$ cat config.mk
export PLATFORM = sky130hd
export DESIGN_NAME = mbrc_frame
export DESIGN_NICKNAME = d
export VERILOG_FILES = /design/src/rtl/mbrc_pkg.sv /design/src/rtl/mbrc_crc_step.sv /design/src/rtl/mbrc_frame.sv
export SDC_FILE = /design/constraint.sdc
export NUM_CORES = 1
export LEC_CHECK = 0
export ABC_CLOCK_PERIOD_IN_PS = 5250
export BUFFER_PORTS_ARGS = -buffer_cell sky130_fd_sc_hd__buf_2
export CORE_ASPECT_RATIO = 1.1
export CORE_MARGIN = 2
export CORE_UTILIZATION = 31
export CTS_CLUSTER_DIAMETER = 120
export CTS_CLUSTER_SIZE = 12
export DETAILED_ROUTE_END_ITERATION = 7
export SLEW_MARGIN = 5
export SYNTH_ARGS = -nofsm -noshare
export SYNTH_HDL_FRONTEND = slang
export SYNTH_SLANG_ARGS = --single-unit
$ cat constraint.sdc
create_clock -name clk -period 5.25 [get_ports clk]
set_input_delay 0.2625 -clock clk [delete_from_list [all_inputs] [get_ports clk]]
set_output_delay 0.2625 -clock clk [all_outputs]
set_load 0.01 [all_outputs]
$ cat src/rtl/mbrc_pkg.sv
`timescale 1ns / 1ps
`default_nettype none
// ----------------------------------------------------------------------------
// mbrc_pkg
// Types and constants shared by the Modbus RTU request checker.
// ----------------------------------------------------------------------------
package mbrc_pkg;

	typedef logic [7:0]  byte_t;
	typedef logic [15:0] crc_t;
	typedef logic [1:0]  status_t;
	typedef logic [2:0]  count_t;

	localparam crc_t   CRC_INIT       = 16'hFFFF;
	localparam crc_t   CRC_POLY       = 16'hA001;
	localparam byte_t  EXC_BASE       = 8'h80;
	localparam byte_t  SLAVE_ADDR_RST = 8'h01;

	// Supported function codes
	localparam byte_t  FN_READ_HOLDING  = 8'd3;
	localparam byte_t  FN_WRITE_SINGLE  = 8'd6;
	localparam byte_t  FN_WRITE_MULTI   = 8'd16;

	// Bytes of a frame counted before saturation; a frame needs this many
	localparam count_t MIN_FRAME = 3'd4;

	// Status codes
	localparam status_t ST_OK        = 2'd0;
	localparam status_t ST_CRC_ERR   = 2'd1;
	localparam status_t ST_ADDR_MISS = 2'd2;
	localparam status_t ST_SHORT     = 2'd3;

	// Exception code: illegal function
	localparam logic EXC_ILLEGAL_FN = 1'b1;

	typedef struct packed {
		status_t status;
		byte_t   function_code;
		logic    supported;
		byte_t   exception_function;
		logic    exception_code;
	} result_t;

endpackage
`default_nettype wire

$ cat src/rtl/mbrc_crc_step.sv
`timescale 1ns / 1ps
`default_nettype none
// ----------------------------------------------------------------------------
// mbrc_crc_step
// One byte of CRC-16/Modbus, eight reflected shift steps unrolled.
// ----------------------------------------------------------------------------
module mbrc_crc_step
	import mbrc_pkg::*;
(
	input  wire crc_t  crc_in,
	input  wire byte_t data_in,
	output crc_t       crc_out
);

	always_comb begin
		crc_t c;
		c = crc_in ^ {8'h00, data_in};
		for (int k = 0; k < 8; k++) begin
			if (c[0]) begin
				c = (c >> 1) ^ CRC_POLY;
			end else begin
				c = c >> 1;
			end
		end
		crc_out = c;
	end

endmodule
`default_nettype wire

$ cat src/rtl/mbrc_frame.sv
`timescale 1ns / 1ps
`default_nettype none
// ----------------------------------------------------------------------------
// mbrc_frame
// Per-frame state (CRC, delay line, byte count, header bytes) and the verdict
// for the byte being taken.
// ----------------------------------------------------------------------------
module mbrc_frame
	import mbrc_pkg::*;
(
	input  wire        clk,
	input  wire        arst_n,
	input  wire        step,
	input  wire byte_t data_in,
	input  wire        last_in,
	input  wire byte_t slave_address,
	output result_t    result
);

	crc_t   crc_q, crc_fed, crc_nx;
	byte_t  older_q, newer_q, addr_q, func_q;
	byte_t  addr_nx, func_nx;
	count_t seen_q, seen_nx;
	logic   sup;
	logic   short_frame;
	crc_t   crc_rx;

	mbrc_crc_step u_crc (
		.crc_in  (crc_q),
		.data_in (older_q),
		.crc_out (crc_fed)
	);

	always_comb begin
		crc_nx  = (seen_q >= 3'd2) ? crc_fed : crc_q;
		addr_nx = (seen_q == 3'd0) ? data_in : addr_q;
		func_nx = (seen_q == 3'd1) ? data_in : func_q;
		seen_nx = (seen_q < MIN_FRAME) ? seen_q + 3'd1 : seen_q;
		// fewer than four bytes including this one
		short_frame = seen_q < (MIN_FRAME - 3'd1);
		crc_rx = {data_in, newer_q};
		sup = (func_nx == FN_READ_HOLDING) || (func_nx == FN_WRITE_SINGLE) ||
			(func_nx == FN_WRITE_MULTI);

		if (short_frame) begin
			result.status = ST_SHORT;
		end else if (crc_rx != crc_nx) begin
			result.status = ST_CRC_ERR;
		end else if (addr_nx != slave_address) begin
			result.status = ST_ADDR_MISS;
		end else begin
			result.status = ST_OK;
		end
		result.function_code      = func_nx;
		result.supported          = sup;
		result.exception_function = sup ? 8'h00 : EXC_BASE + func_nx;
		result.exception_code     = (result.status == ST_OK && !sup) ? EXC_ILLEGAL_FN : 1'b0;
	end

	always_ff @(posedge clk or negedge arst_n) begin
		if (!arst_n) begin
			crc_q   <= CRC_INIT;
			older_q <= '0;
			newer_q <= '0;
			seen_q  <= '0;
			addr_q  <= '0;
			func_q  <= '0;
		end else if (step) begin
			if (last_in) begin
				// reload for the next frame
				crc_q   <= CRC_INIT;
				older_q <= '0;
				newer_q <= '0;
				seen_q  <= '0;
				addr_q  <= '0;
				func_q  <= '0;
			end else begin
				crc_q   <= crc_nx;
				older_q <= newer_q;
				newer_q <= data_in;
				seen_q  <= seen_nx;
				addr_q  <= addr_nx;
				func_q  <= func_nx;
			end
		end
	end

endmodule
`default_nettype wire

After elaboration in Yosys (flattened, before gate mapping)
Index checks and enable logic that the tools add are counted.
{"block": "word_totals", "ff_bits": 51, "in_bits": 20, "output_inout_bits": 20, "word_cells": 57}
{"block": "op_classes", "add_sub_neg": 2, "magnitude_cmp": 3, "eq_ne": 6, "mux": 23, "bitwise": 9, "reduce_logical": 8}
{"op": "$mux W16", "n": 10}
{"op": "$mux W8", "n": 7}
{"op": "$not A2 Y3", "n": 8}
{"op": "$ne A16 B16 Y1", "n": 1}
{"op": "$xor A16 B8 Y16", "n": 1}
{"op": "$add A8 B8 Y8 const A", "n": 1}
{"op": "$eq A8 B2 Y1 const B", "n": 1}
{"op": "$eq A8 B3 Y1 const B", "n": 1}
{"op": "$eq A8 B5 Y1 const B", "n": 1}
{"op": "$ne A8 B8 Y1", "n": 1}
{"op": "$mux W2", "n": 3}
{"op": "$mux W3", "n": 2}
{"op": "$add A3 B1 Y3 const B", "n": 1}
{"op": "$eq A3 B1 Y1 const B", "n": 1}
{"op": "$ge A3 B2 Y1 const B", "n": 1}
{"op": "$logic_not A3 Y1", "n": 1}
{"op": "$lt A3 B2 Y1 const B", "n": 1}
{"op": "$lt A3 B3 Y1 const B", "n": 1}
{"op": "$logic_not A2 Y1", "n": 1}
{"op": "$logic_or A1 B1 Y1", "n": 2}
{"op": "$reduce_and A2 Y1", "n": 1}
{"op": "$reduce_bool A2 Y1", "n": 1}
{"op": "$logic_and A1 B1 Y1", "n": 1}
{"op": "$logic_not A1 Y1", "n": 1}
{"op": "$mux W1", "n": 1}

Longest topological paths before layout
{"block": "depth", "word_depth": 24, "depth_mapped": 12, "mapped_depth_nobuf": 10}

Hierarchy
Synthesis repeated with hierarchy kept, for this count alone.
{"block": "hier_totals", "hier_cells": 368, "hier_area_um2": 3603.5}
{"module": "mbrc_frame", "n_inst": 1, "cells_each": 339, "area_each_um2": 3319.4, "seq_area_each_um2": 1296.2}
{"module": "mbrc_crc_step", "n_inst": 1, "cells_each": 29, "area_each_um2": 284.0, "seq_area_each_um2": 0.0}

Worst setup path before layout
No wires, ideal clock.
{"block": "synth_timing", "kind": "flip-flop to output port", "start": "register seen_q[1]", "end": "output result[0] (netlist bit)", "t_arrival_ps": 2406, "t_required_ps": 4988, "slack_ps": 2582, "stages_incl_launch_ff": 11, "n_path_buf": 2, "cell_sequence": "dfrtp_1 inv_1 ha_1 nor2b_1 clkbuf_1 clkbuf_1 mux2i_1 nand3_1 a21oi_1 nor2_1 and4_1"}
{"item": "start, declared", "line_no": "mbrc_frame.sv:23", "rtl": "count_t seen_q, seen_nx;"}
{"item": "start signal, assigned", "line_no": "mbrc_frame.sv:81", "rtl": "seen_q <= seen_nx;"}
{"item": "end, declared", "line_no": "mbrc_frame.sv:17", "rtl": "output result_t result"}

==> key figures <==
Status
  – Status: finished clean

Logic synthesis
  – Synthesized area: 0.00335 mm^2
  – Seq cells post-synth: 51
  – Ys Warns: 0
  – Sequential area share after synthesis: 38.6%
  – Yosys cell types: 54
  – Synth Instances: 358
  – Post-synth top flop: dfrtp_1
  – Syn_area_per_cell: 9.37 um^2
  – EDFF count, synth: 0
  – Syn Nets: 381
  – FFs w/ async S/R, synth: 100%

STA
  – RSZ-0062 raised after global routing: false
  – Worst-Margin Slew: 866 ps
  – Final Hold Viols: 0
  – Final Cycle Share: 70.1%
  – Count of final max-slew check failures: 0
  – Max-slew headroom: 42.1%
  – Clock period minus worst slack: 3680 ps
  – Worst Skew: 4.00 ps
  – Highest Clock Rate: 0.272 GHz
  – Final Setup Violations: 0
  – Setup TNS: 0 ps

Clock network
  – CTS clk-pin slew, worst paths: 70 ps
  – Max Root-Sink Buffers: 2
  – Root buf cell: clkbuf_16
  – Clock Sinks: 51
  – Num CTS Buffers: 5
  – CTS tree: yes
  – Worst-Skew Late Latency: 290 ps
  – Cts hold-fix bufs: 0
  – H-tree Lvls: 2
  – Post-cts sizing count: 0
  – Setup bufs post-CTS: 0

Power
  – Internal cell power: 0.00126 W
  – Tot Pwr: 0.00209 W
  – Power share of the sequential group: 30.8%
  – Sw Ratio: 39.8%
  – Pleak: 1.64 nW
  – Part of the power in the clock network: 18.3%
  – Max VDD drop: 245 uV
  – Pwr dens: 546 mW/mm^2
  – Logic pwr share: 50.8%
  – Psw: 0.000833 W

Placed design
  – HPWL Detailed: 6170 um
  – Port bufs: 39
  – GP Congestion: 0.898

Final layout
  – Ant. Diodes: 0
  – Most common cell after layout, fill and taps aside: buf_2
  – Commonest non-fill, non-tap cells in the layout: buf_2 (39), nor2_1 (38), dfrtp_1 (35), a21oi_1 (33)
  – Share of layout cells above drive strength 1: 23.7%
  – Final nets: 406
  – Area grow syn2layout: 14.1%

Floorplan
  – Io pins: 40
  – Die area: 0.0117 mm^2
  – Initial core utilization: 32.1%
  – Core region area: 0.0104 mm^2
  – Chip height: 113 um
  – Die Wd: 103 um
  – Floorplan row count: 39

Global routing
  – Total grt overflow: 0
  – Initial antenna violation count: 0
  – GRT Total Usage: 16.2%
  – First-pass GRT wire length: 14800 um
  – Vias in the first global route: 2824
  – Largest net degree at the start of global routing: 52

Route
  – DRC: 0
  – Via count: 2792
  – Initial DRC Count: 269
  – Final ANT Viol Nets: 0
  – First-pass iteration count of the detailed router: 4
  – Vias per cell: 5.30
  – WL final: 8900 um
  – WL/cell: 16.9 um

Worst setup path
  – Critical Path End: result[0]
  – Critical path required time: 4990 ps
  – Crit. End Element: output pin
  – Crit Path Max Fanout: 14
  – Worst R2R Path Depth: 7
  – Worst r2r dst: crc_q[0]
  – Max incr delay on CP: 710 ps
  – Worst Setup SP: seen_q[2]
  – Worst reg-to-reg setup slack: 2800 ps
  – Crit start category: register
  – CP max stage cell: nor2_1
  – CP Data Arrival Time: 3420 ps
  – Setup CP Type: register to output pin
  – FF-to-FF Start: crc_q[2]
  – CP Cell Sequence: nor2_1, o21ai_0, a2111oi_0, o211ai_1, a2111oi_2, nand3_1, a211oi_2, and4_1, buf_2

Flow run
  – Max_cap viols: 0

Worst hold path
  – Worst hold path type: input port to async pin
[through the flow]
step	cell area (um^2)	setup slack, ps	cells	hold WS, ps	utilization (%)
global route	3830	1280	527	162	36.7
detailed placement	3650	1920	519	431	35.0
floorplan	3350	2580	358	-33.1	-
finish	3830	1570	527	91.2	36.7
CTS	3830	1580	527	120	36.7
global placement	3650	2010	519	425	35.0
[cells in the mapped netlist, drive strengths merged (5+ instances only)]
cell | count | area (um^2)
o21ai | 10 | 53.8
inv | 23 | 86.3
clkbuf | 16 | 60.1
nand2 | 15 | 56.3
mux2i | 6 | 60.1
o31ai | 10 | 75.1
a31o | 6 | 52.6
dfrtp | 35 | 876
nor2 | 38 | 143
xor2 | 6 | 60.1
o2bb2ai | 17 | 149
a21oi | 33 | 165
buf | 9 | 43.8
xnor2 | 29 | 310
dfstp | 16 | 420
mux2 | 8 | 93.8
nor2b | 6 | 37.5
o22a | 5 | 43.8
nand3 | 8 | 40.0
a22oi | 11 | 82.6
o22ai | 13 | 81.3
[layer usage]
layer	GRT usage (%)	vias up	share of wire (%)
li1	-	1344	-
met1	22.8	1345	46
met2	26.1	88	48
met3	2.04	15	4.6
met4	4.39	0	1.8
met5	0	-	0
[critical path: cells and delay by family, from the launching register on]
| kind | cells | cell delay (ps) |
|---|---|---|
| AO/OA/AOI/OAI | 5 | 1440 |
| AND/OR/NAND/NOR | 3 | 1070 |
| buffers and inverters | 1 | 130 |
| flip-flops | 1 | 480 |
[cells by family (layout without fill, tap and decap cells)]
logic type                 Yosys count  in the layout  share of synthesized area (%)
and+or+nand+nor                     80             80                           10.7
adders and majority gates            3              3                           1.12
DFF                                 51             51                           38.6
muxes                               14             14                           4.59
xor gates and xnor gates            39             39                           13.8
buffers and inverters               49             75                           5.78
AOI/OAI and AO/OA                  122            122                           25.4
[registers in the layout (all words and copies together) (netlist names)]
| register | flops |
|---|---|
| crc_q | 16 |
| addr_q | 8 |
| func_q | 8 |
| newer_q | 8 |
| older_q | 8 |
| seen_q | 3 |
[worst min path at each step]
stage / startpoint / to / slack (ps) / depth (start not counted)
finish: arst_n / older_q[4] / 90 / 2
global route: arst_n / older_q[4] / 160 / 2
detailed placement: arst_n / older_q[4] / 430 / 2
floorplan: arst_n / addr_q[0] / -30 / 0
CTS: arst_n / func_q[1] / 120 / 2
global placement: arst_n / older_q[4] / 430 / 2
[layout make-up]
type | instances | area (um^2)
Sequential cell | 51 | 1300
Clock buffer | 6 | 139
Tap cell | 143 | 179
Timing Repair Buffer | 43 | 225
Clock inverter | 2 | 35.0
Multi-Input combinational cell | 258 | 1860
Fill cell | 1081 | 6610
Inverter | 24 | 90.1
[power by group through the flow]
stage / logic, W / clock network (W) / registers, W
floorplan: 0.000866 / 0 / 0.000606
global placement: 0.00105 / 0 / 0.000646
detailed placement: 0.00105 / 0 / 0.000648
CTS: 0.00106 / 0.000391 / 0.000642
global route: 0.00117 / 0.000410 / 0.000660
finish: 0.00106 / 0.000383 / 0.000645
Power figures use the tool's default switching activity.
